### config.mk
export PLATFORM = sky130hd
export DESIGN_NAME = motor_pid_pwm_controller
export DESIGN_NICKNAME = d
export VERILOG_FILES = /design/src/hw/rtl/mppc_pkg.sv /design/src/hw/rtl/motor_pid_pwm_controller.sv
export SDC_FILE = /design/constraint.sdc
export NUM_CORES = 2
export LEC_CHECK = 0
export BUFFER_PORTS_ARGS = -buffer_cell sky130_fd_sc_hd__buf_2
export CELL_PAD_IN_SITES_DETAIL_PLACEMENT = 1
export CELL_PAD_IN_SITES_GLOBAL_PLACEMENT = 1
export CORE_ASPECT_RATIO = 0.9
export CORE_MARGIN = 4
export CORE_UTILIZATION = 55
export CTS_CLUSTER_DIAMETER = 60
export DETAILED_ROUTE_END_ITERATION = 6
export GPL_ROUTABILITY_DRIVEN = 1
export PLACE_DENSITY = 0.92
export SLEW_MARGIN = 20
export SYNTH_ARGS = -nofsm -noshare
export SYNTH_HDL_FRONTEND = slang
export SYNTH_SLANG_ARGS = --single-unit
### constraint.sdc
create_clock -name clk_i -period 20.8 [get_ports clk_i]
set_clock_uncertainty 0.15 [all_clocks]
set_input_delay 3.12 -clock clk_i [delete_from_list [all_inputs] [get_ports clk_i]]
set_output_delay 3.12 -clock clk_i [all_outputs]
set_load 0.05 [all_outputs]
### src/hw/rtl/mppc_pkg.sv
// ----------------------------------------------------------------------------
// mppc_pkg
// Shared constants, register map and reset values for the motor PID PWM
// controller.
// ----------------------------------------------------------------------------
package mppc_pkg;

  // Default width of the duty output
  localparam int unsigned DUTY_BITS_DEFAULT = 10;

  // Register map, one 32-bit word per register
  localparam int unsigned REG_COUNT   = 8;
  localparam int unsigned ADDR_BITS   = 5;
  localparam int unsigned DATA_BITS   = 32;
  localparam int unsigned INDEX_BITS  = 3;

  typedef enum logic [INDEX_BITS-1:0] {
    REG_PROP_GAIN      = 3'd0,
    REG_INTEG_GAIN     = 3'd1,
    REG_DERIV_GAIN     = 3'd2,
    REG_INTEGRAL_LIMIT = 3'd3,
    REG_DELTA_FLOOR    = 3'd4,
    REG_DEAD_THRESHOLD = 3'd5,
    REG_DEAD_OFFSET    = 3'd6,
    REG_DIR_POLARITY   = 3'd7
  } reg_index_e;

  // Register reset values
  localparam logic [15:0] PROP_GAIN_RST      = 16'd512;
  localparam logic [15:0] INTEG_GAIN_RST     = 16'd51;
  localparam logic [15:0] DERIV_GAIN_RST     = 16'd179;
  localparam logic [7:0]  INTEGRAL_LIMIT_RST = 8'd200;
  localparam logic [7:0]  DELTA_FLOOR_RST    = 8'hF6;  // -10
  localparam logic [7:0]  DEAD_THRESHOLD_RST = 8'd5;
  localparam logic [9:0]  DEAD_OFFSET_RST    = 10'd230;
  localparam logic        DIR_POLARITY_RST   = 1'b0;

  // Saturation bounds of the 16-bit control path
  localparam logic signed [15:0] SAT_MAX = 16'sh7FFF;
  localparam logic signed [15:0] SAT_MIN = -16'sh8000;

endpackage

### src/hw/rtl/motor_pid_pwm_controller.sv
// ----------------------------------------------------------------------------
// motor_pid_pwm_controller
// Pipeline: an accepted word moves through the input, term, product and
// control registers and is then loaded into the output register.
// Throughput: one word per cycle; each stage holds one word and moves on when
// the stage after it has room, so only a stalled output holds the pipeline.
// Reset: asynchronous, active low; clears all stage valid bits, the integral,
// previous error, derivative and direction, and loads the register defaults.
// ----------------------------------------------------------------------------
module motor_pid_pwm_controller #(
  parameter int unsigned DUTY_BITS = mppc_pkg::DUTY_BITS_DEFAULT
) (
  input  logic                               clk_i,
  input  logic                               rst_ni,
  // configuration port
  input  logic                               psel,
  input  logic                               penable,
  input  logic                               pwrite,
  input  logic [mppc_pkg::ADDR_BITS-1:0]     paddr,
  input  logic [mppc_pkg::DATA_BITS-1:0]     pwdata,
  output logic [mppc_pkg::DATA_BITS-1:0]     prdata,
  output logic                               pready,
  // input channel
  input  logic                               in_valid_i,
  output logic                               in_stall_o,
  input  logic signed [15:0]                 target_pos_i,
  input  logic signed [15:0]                 measured_pos_i,
  input  logic [9:0]                         duty_limit_i,
  input  logic                               update_due_i,
  // output channel
  output logic                               out_valid_o,
  input  logic                               out_stall_i,
  output logic [DUTY_BITS-1:0]               duty_o,
  output logic                               direction_o
);

  localparam logic [16:0] DutyMax = 17'((1 << DUTY_BITS) - 1);

  // --------------------------------------------------------------------------
  // Configuration registers
  // --------------------------------------------------------------------------
  logic [15:0] prop_gain_q, integ_gain_q, deriv_gain_q;
  logic [7:0]  int_limit_q, delta_floor_q, dead_thr_q;
  logic [9:0]  dead_off_q;
  logic        dir_pol_q;
  logic        cfg_wr;
  mppc_pkg::reg_index_e cfg_idx;

  assign pready  = 1'b1;
  assign cfg_wr  = psel & penable & pwrite;
  assign cfg_idx = mppc_pkg::reg_index_e'(paddr[mppc_pkg::INDEX_BITS+1:2]);

  // Write the addressed register
  always_ff @(posedge clk_i or negedge rst_ni) begin
    if (!rst_ni) begin
      prop_gain_q   <= mppc_pkg::PROP_GAIN_RST;
      integ_gain_q  <= mppc_pkg::INTEG_GAIN_RST;
      deriv_gain_q  <= mppc_pkg::DERIV_GAIN_RST;
      int_limit_q   <= mppc_pkg::INTEGRAL_LIMIT_RST;
      delta_floor_q <= mppc_pkg::DELTA_FLOOR_RST;
      dead_thr_q    <= mppc_pkg::DEAD_THRESHOLD_RST;
      dead_off_q    <= mppc_pkg::DEAD_OFFSET_RST;
      dir_pol_q     <= mppc_pkg::DIR_POLARITY_RST;
    end else if (cfg_wr) begin
      unique case (cfg_idx)
        mppc_pkg::REG_PROP_GAIN:      prop_gain_q   <= pwdata[15:0];
        mppc_pkg::REG_INTEG_GAIN:     integ_gain_q  <= pwdata[15:0];
        mppc_pkg::REG_DERIV_GAIN:     deriv_gain_q  <= pwdata[15:0];
        mppc_pkg::REG_INTEGRAL_LIMIT: int_limit_q   <= pwdata[7:0];
        mppc_pkg::REG_DELTA_FLOOR:    delta_floor_q <= pwdata[7:0];
        mppc_pkg::REG_DEAD_THRESHOLD: dead_thr_q    <= pwdata[7:0];
        mppc_pkg::REG_DEAD_OFFSET:    dead_off_q    <= pwdata[9:0];
        mppc_pkg::REG_DIR_POLARITY:   dir_pol_q     <= pwdata[0];
        default: ;
      endcase
    end
  end

  // Read back the addressed register
  always_comb begin
    unique case (cfg_idx)
      mppc_pkg::REG_PROP_GAIN:      prdata = {16'd0, prop_gain_q};
      mppc_pkg::REG_INTEG_GAIN:     prdata = {16'd0, integ_gain_q};
      mppc_pkg::REG_DERIV_GAIN:     prdata = {16'd0, deriv_gain_q};
      mppc_pkg::REG_INTEGRAL_LIMIT: prdata = {24'd0, int_limit_q};
      mppc_pkg::REG_DELTA_FLOOR:    prdata = {24'd0, delta_floor_q};
      mppc_pkg::REG_DEAD_THRESHOLD: prdata = {24'd0, dead_thr_q};
      mppc_pkg::REG_DEAD_OFFSET:    prdata = {22'd0, dead_off_q};
      mppc_pkg::REG_DIR_POLARITY:   prdata = {31'd0, dir_pol_q};
      default:                      prdata = '0;
    endcase
  end

  // --------------------------------------------------------------------------
  // Pipeline flow control
  // --------------------------------------------------------------------------
  logic s1_v_q, s2_v_q, s3_v_q, s4_v_q, out_v_q;
  logic out_rdy, s4_rdy, s3_rdy, s2_rdy, s1_rdy;
  logic in_fire, s1_fire, s2_fire, s3_fire, s4_fire;

  assign out_rdy = !out_v_q || !out_stall_i;
  assign s4_rdy  = !s4_v_q || out_rdy;
  assign s3_rdy  = !s3_v_q || s4_rdy;
  assign s2_rdy  = !s2_v_q || s3_rdy;
  assign s1_rdy  = !s1_v_q || s2_rdy;

  assign in_fire = in_valid_i && s1_rdy;
  assign s1_fire = s1_v_q && s2_rdy;
  assign s2_fire = s2_v_q && s3_rdy;
  assign s3_fire = s3_v_q && s4_rdy;
  assign s4_fire = s4_v_q && out_rdy;

  assign in_stall_o  = !s1_rdy;
  assign out_valid_o = out_v_q;

  // Advance the valid bits
  always_ff @(posedge clk_i or negedge rst_ni) begin
    if (!rst_ni) begin
      s1_v_q  <= 1'b0;
      s2_v_q  <= 1'b0;
      s3_v_q  <= 1'b0;
      s4_v_q  <= 1'b0;
      out_v_q <= 1'b0;
    end else begin
      if (in_fire)      s1_v_q <= 1'b1;
      else if (s1_fire) s1_v_q <= 1'b0;
      if (s1_fire)      s2_v_q <= 1'b1;
      else if (s2_fire) s2_v_q <= 1'b0;
      if (s2_fire)      s3_v_q <= 1'b1;
      else if (s3_fire) s3_v_q <= 1'b0;
      if (s3_fire)      s4_v_q <= 1'b1;
      else if (s4_fire) s4_v_q <= 1'b0;
      if (s4_fire)      out_v_q <= 1'b1;
      else if (out_rdy) out_v_q <= 1'b0;
    end
  end

  // --------------------------------------------------------------------------
  // Stage 1: input register
  // --------------------------------------------------------------------------
  logic signed [15:0] s1_tgt_q, s1_meas_q;
  logic [9:0]         s1_lim_q;
  logic               s1_upd_q;

  // Capture the accepted word
  always_ff @(posedge clk_i) begin
    if (in_fire) begin
      s1_tgt_q  <= target_pos_i;
      s1_meas_q <= measured_pos_i;
      s1_lim_q  <= duty_limit_i;
      s1_upd_q  <= update_due_i;
    end
  end

  // --------------------------------------------------------------------------
  // Stage 1 -> 2: error, derivative and clamped integral
  // --------------------------------------------------------------------------
  logic signed [8:0]  integ_q;
  logic signed [15:0] prev_err_q, deriv_q;
  logic signed [16:0] err_diff, der_diff;
  logic signed [15:0] err, der_new;
  logic signed [17:0] acc_sum, acc_sel, lim_pos, lim_neg, acc_clamp;
  logic signed [8:0]  integ_new;
  logic               der_above;

  // Saturate a 17-bit difference to 16 bits
  function automatic logic signed [15:0] sat17(input logic signed [16:0] v);
    logic signed [15:0] r;
    if (v > 17'(mppc_pkg::SAT_MAX))      r = mppc_pkg::SAT_MAX;
    else if (v < 17'(mppc_pkg::SAT_MIN)) r = mppc_pkg::SAT_MIN;
    else                                 r = v[15:0];
    return r;
  endfunction

  always_comb begin
    err_diff  = 17'(s1_tgt_q) - 17'(s1_meas_q);
    err       = sat17(err_diff);
    der_diff  = 17'(err) - 17'(prev_err_q);
    der_new   = sat17(der_diff);
    der_above = der_new > 16'(signed'(delta_floor_q));
    acc_sum   = 18'(integ_q) + 18'(err);
    acc_sel   = der_above ? acc_sum : 18'(integ_q);
    lim_pos   = signed'({10'd0, int_limit_q});
    lim_neg   = -lim_pos;
    // Clamp to the symmetric limit on every update
    if (acc_sel > lim_pos)      acc_clamp = lim_pos;
    else if (acc_sel < lim_neg) acc_clamp = lim_neg;
    else                        acc_clamp = acc_sel;
    integ_new = acc_clamp[8:0];
  end

  // Update the controller state on update words
  always_ff @(posedge clk_i or negedge rst_ni) begin
    if (!rst_ni) begin
      integ_q    <= '0;
      prev_err_q <= '0;
      deriv_q    <= '0;
    end else if (s1_fire && s1_upd_q) begin
      integ_q    <= integ_new;
      prev_err_q <= err;
      deriv_q    <= der_new;
    end
  end

  logic signed [15:0] s2_err_q, s2_der_q;
  logic signed [8:0]  s2_integ_q;
  logic [9:0]         s2_lim_q;

  // Hold the terms seen by this word
  always_ff @(posedge clk_i) begin
    if (s1_fire) begin
      s2_err_q   <= err;
      s2_integ_q <= s1_upd_q ? integ_new : integ_q;
      s2_der_q   <= s1_upd_q ? der_new : deriv_q;
      s2_lim_q   <= s1_lim_q;
    end
  end

  // --------------------------------------------------------------------------
  // Stage 2 -> 3: gain products
  // --------------------------------------------------------------------------
  logic signed [32:0] p_prop, p_der, s3_prop_q, s3_der_q;
  logic signed [25:0] p_int, s3_int_q;
  logic [9:0]         s3_lim_q;

  assign p_prop = $signed({1'b0, prop_gain_q}) * s2_err_q;
  assign p_int  = $signed({1'b0, integ_gain_q}) * s2_integ_q;
  assign p_der  = $signed({1'b0, deriv_gain_q}) * s2_der_q;

  always_ff @(posedge clk_i) begin
    if (s2_fire) begin
      s3_prop_q <= p_prop;
      s3_int_q  <= p_int;
      s3_der_q  <= p_der;
      s3_lim_q  <= s2_lim_q;
    end
  end

  // --------------------------------------------------------------------------
  // Stage 3 -> 4: sum, drop the Q8.8 fraction toward zero, saturate
  // --------------------------------------------------------------------------
  logic signed [34:0] pid_sum, pid_bias;
  logic signed [26:0] pid_quo;
  logic signed [15:0] ctl, s4_ctl_q;
  logic [9:0]         s4_lim_q;

  always_comb begin
    pid_sum  = 35'(s3_prop_q) + 35'(s3_int_q) + 35'(s3_der_q);
    // Bias negative sums so the shift truncates toward zero
    pid_bias = pid_sum + (pid_sum[34] ? 35'sd255 : 35'sd0);
    pid_quo  = 27'(pid_bias >>> 8);
    if (pid_quo > 27'(mppc_pkg::SAT_MAX))      ctl = mppc_pkg::SAT_MAX;
    else if (pid_quo < 27'(mppc_pkg::SAT_MIN)) ctl = mppc_pkg::SAT_MIN;
    else                                       ctl = pid_quo[15:0];
  end

  always_ff @(posedge clk_i) begin
    if (s3_fire) begin
      s4_ctl_q <= ctl;
      s4_lim_q <= s3_lim_q;
    end
  end

  // --------------------------------------------------------------------------
  // Stage 4 -> output: direction, dead band, duty caps
  // --------------------------------------------------------------------------
  logic [16:0]          mag, mag_off, mag_lim, mag_cap;
  logic                 dir_d, dir_q;
  logic [DUTY_BITS-1:0] duty_q;

  always_comb begin
    // Keep the direction when the control value is zero
    if (s4_ctl_q[15])            dir_d = ~dir_pol_q;
    else if (s4_ctl_q != 16'sd0) dir_d = dir_pol_q;
    else                         dir_d = dir_q;
    mag     = s4_ctl_q[15] ? 17'(-17'(s4_ctl_q)) : {1'b0, s4_ctl_q};
    mag_off = (mag > {9'd0, dead_thr_q}) ? mag + {7'd0, dead_off_q} : mag;
    mag_lim = (mag_off > {7'd0, s4_lim_q}) ? {7'd0, s4_lim_q} : mag_off;
    mag_cap = (mag_lim > DutyMax) ? DutyMax : mag_lim;
  end

  always_ff @(posedge clk_i or negedge rst_ni) begin
    if (!rst_ni) begin
      dir_q <= 1'b0;
    end else if (s4_fire) begin
      dir_q <= dir_d;
    end
  end

  always_ff @(posedge clk_i) begin
    if (s4_fire) begin
      duty_q <= mag_cap[DUTY_BITS-1:0];
    end
  end

  assign duty_o      = duty_q;
  assign direction_o = dir_q;

  // --------------------------------------------------------------------------
  // Assertions
  // --------------------------------------------------------------------------
  // An empty input stage never stalls the input
  a_no_idle_stall: assert property (@(posedge clk_i) disable iff (!rst_ni)
    !s1_v_q |-> !in_stall_o)
    else $error("input stalled with empty input stage");

  // After an update word the integral lies within the limit
  a_integ_clamped: assert property (@(posedge clk_i) disable iff (!rst_ni)
    (s1_fire && s1_upd_q) |=>
      (integ_q <= signed'({1'b0, int_limit_q}) &&
       integ_q >= -signed'({1'b0, int_limit_q})))
    else $error("integral outside its limit after update");

  // A zero control value keeps the direction
  a_dir_hold: assert property (@(posedge clk_i) disable iff (!rst_ni)
    (s4_fire && s4_ctl_q == 16'sd0) |=> $stable(dir_q))
    else $error("direction changed on zero control value");

  // A loaded duty never exceeds that word's limit
  a_duty_cap: assert property (@(posedge clk_i) disable iff (!rst_ni)
    s4_fire |=> (17'(duty_o) <= {7'd0, $past(s4_lim_q)}))
    else $error("duty above the duty limit");

endmodule

==> flow_summary.toml <==
[floorplan]
io_pins = 133
coreArea_mm2 = 0.0779
dieHeight_um = 274
die_area_mm2 = 0.0832
die_w_um = 304
start_util = 0.555
placement_rows = 97

[setup_path]
critical_path_arrival_ps = 13840
worst_setup_path_start_kind = "flop"
critical_path_required_ps = 21170
criticalPathCategory = "flop to flop"
cp_slowest_cell = "sky130_fd_sc_hd__o41ai_1"
cp-end-kind = "flop"
critical_path_max_stage_delay_ps = 810
path_max_fanout = 25
critical-path-top-cell-by-count = "sky130_fd_sc_hd__o21ai_0"

[sta]
timing.slew.headroom = 0.184
layout_min_cycle_time_ps = 13470
finish_stage_setup_viols = 0
tightest_slew_ps = 1220
finalCritPeriodShare = 0.648
hold_viol_final = 0
final_max_slew_viol_count = 0
fmaxAchievable_mhz = 74.2
grt_setup_unrepaired = "no"
final.setup.tns_ps = 0

[drt]
route.vias.total = 37900
wl_final_um = 177000
average_detailed_routed_wire_length_per_instance_um = 31.8
post_drt_via_cell_ratio = 6.81
drt-initial-drc-count = 4524
drt_first_pass_iters = 7
drcViolationCount = 37
antenna_violating_nets_post_route = 0

[global_routing]
initial_antenna_violation_count = 14
global_route.overflow_total = 0
largest_net_degree_at_the_start_of_global_routing = 70
wire_length_of_the_first_global_routing_pass_um = 267000
grt_use_total = 0.430
first_global_vias = 42900

[clock_tree]
ctsResizeCount = 0
clock_insertion_delay_worst_skew_ps = 650
cts-htree-levels = 2
clockBufferDepth = 3
cts_hold_buf = 0
clk_pin_slew_ps = 60
post_cts.repair.setup_buffers = 0
clockRootBuffer = "sky130_fd_sc_hd__clkbuf_16"
cts_tree = "built"
clock_sinks = 362
numCtsBuffers = 46

[outcome]
status = "finished, violations left"
failed_checks = "DRC"

[cells_and_area]
finished_layout_cells = 5574
final_design_area_no_fill_mm2 = 0.0463
areaGrowthSynthToFinish_pct = 7.02
leading_cell_type_in_the_layout_fill_and_taps_excluded = "sky130_fd_sc_hd__inv_1"
drive_above_1_share = 0.0855
nets = 5573
final.fill_count = 8628
final_cell_mix = "sky130_fd_sc_hd__inv_1 (717), sky130_fd_sc_hd__nand2_1 (540), sky130_fd_sc_hd__fa_1 (525)"

[synth]
synthTopCellsByArea = "sky130_fd_sc_hd__fa_1 (24%), sky130_fd_sc_hd__edfxtp_1 (16%), sky130_fd_sc_hd__ha_1 (14%)"
synth_enable_flop_cells = 232
synth_area_mm2 = 0.0432
dominantRegCellSynth = "sky130_fd_sc_hd__edfxtp_1"
postSynth.asyncResetShare = 0.359
yosys.cell_types.count = 89
yosys_warning_total = 0
post_synthesis_instance_total = 4460
synthesis.area_per_instance_um2 = 9.69
synth_top_area_frac = 0.243
seq_area_frac_synth = 0.237
yosys.area.top_type = "sky130_fd_sc_hd__fa_1"
ys_ff_latch = 362

[hold_path]
min-delay-path-class = "flop to flop"

[placement]
dp_hpwl_um = 117000
dpl_cell_area_mm2 = 0.0447
portBuffers = 97
finalWeightedCongestion = 0.925
dpl.cell_count = 5480

[run]
cap_viol_max_count = 0
-- kinds of logic after synthesis --
logic type	synth area share
DFF	0.237
buffers and inverters	0.0791
muxes	0.0315
AOI/OAI and AO/OA	0.0958
adders and majority gates	0.380
and+or+nand+nor	0.144
xor gates and xnor gates	0.0330
other	0.000174
-- worst paths after layout --
check,start,end,slack (ps),depth (start not counted)
setup / recovery,s1_tgt_q[0],integ_q[3],7330,54
hold / removal,s3_lim_q[3],s4_lim_q[3],270,0
setup reg to reg,s1_tgt_q[0],integ_q[3],7330,54
hold reg to reg,s3_lim_q[3],s4_lim_q[3],270,0
max in group asynchronous,rst_ni,deriv_q[1],16680,2
min in group asynchronous,rst_ni,prev_err_q[15],2340,1
-- layout make-up --
cell class | instances | area, um2 | area share
multi-input cells | 3225 | 29700 | 0.641
inverters | 718 | 2700 | 0.0582
repair buffers | 136 | 785 | 0.0170
flip-flops and latches | 362 | 10300 | 0.222
clock inverters | 28 | 305 | 0.00660
diodes | 9 | 22.5 | 0.000487
well taps | 1039 | 1300 | 0.0281
clock buffers | 57 | 1230 | 0.0267
-- cell usage after synthesis (23+ instances only) --
master / instances
sky130_fd_sc_hd__fa_1: 525
sky130_fd_sc_hd__and2_1: 263
sky130_fd_sc_hd__nor2_1: 196
sky130_fd_sc_hd__nor2b_1: 42
sky130_fd_sc_hd__o31ai_1: 23
sky130_fd_sc_hd__dfstp_2: 26
sky130_fd_sc_hd__nand2b_1: 72
sky130_fd_sc_hd__a21o_1: 61
sky130_fd_sc_hd__mux2_2: 95
sky130_fd_sc_hd__o21a_1: 28
sky130_fd_sc_hd__nand3_1: 31
sky130_fd_sc_hd__nor3_1: 32
sky130_fd_sc_hd__a21oi_1: 171
sky130_fd_sc_hd__clkbuf_1: 148
sky130_fd_sc_hd__mux2i_1: 29
sky130_fd_sc_hd__edfxtp_1: 232
sky130_fd_sc_hd__xnor2_1: 118
sky130_fd_sc_hd__dfrtp_1: 104
sky130_fd_sc_hd__o21ai_0: 153
sky130_fd_sc_hd__ha_1: 472
sky130_fd_sc_hd__xor2_1: 45
sky130_fd_sc_hd__inv_1: 717
sky130_fd_sc_hd__nand2_1: 540
-- flip-flops by register name (all words and copies together), names as in the netlist, 8 cells and up --
name           flops
s4_lim_q          10
integ_q            9
s3_der_q          33
deriv_gain_q      16
deriv_q           16
s2_integ_q         9
int_limit_q        8
delta_floor_q      8
s3_lim_q          10
s2_der_q          16
s1_meas_q         16
prop_gain_q       16
prev_err_q        16
s3_int_q          26
s1_lim_q          10
s2_err_q          16
s4_ctl_q          16
s3_prop_q         33
s2_lim_q          10
dead_off_q        10
integ_gain_q      16
dead_thr_q         8
duty_o            10
s1_tgt_q          16
-- metrics by stage --
stage               hold WS (ps)  setup WS (ps)   util
CTS                          270           7820  0.593
global route                 275           6780  0.594
global placement             252           8930  0.573
finish                       271           7330  0.594
detailed placement           256           8350  0.573
floorplan                    250           9550      -
-- worst max-delay path: cells and delay by family, from the launching register on --
kind	cells	cell delay [ps]
AOI/OAI and AO/OA	37	9590
and+or+nand+nor	6	660
adders and majority gates	5	1340
DFF	1	360
buffers and inverters	6	1220
-- layer usage --
layer | global-route usage | part of all wire | vias to the layer above
met3 | 0.143 | 0.12 | 1449
met5 | 0.00714 | 0.00068 | -
li1 | - | - | 14600
met1 | 0.478 | 0.32 | 18600
met2 | 0.664 | 0.44 | 3313
met4 | 0.371 | 0.11 | 8
Power is not shown: default switching activity piles up to over one toggle a cycle in this logic, so the estimate is an artifact.
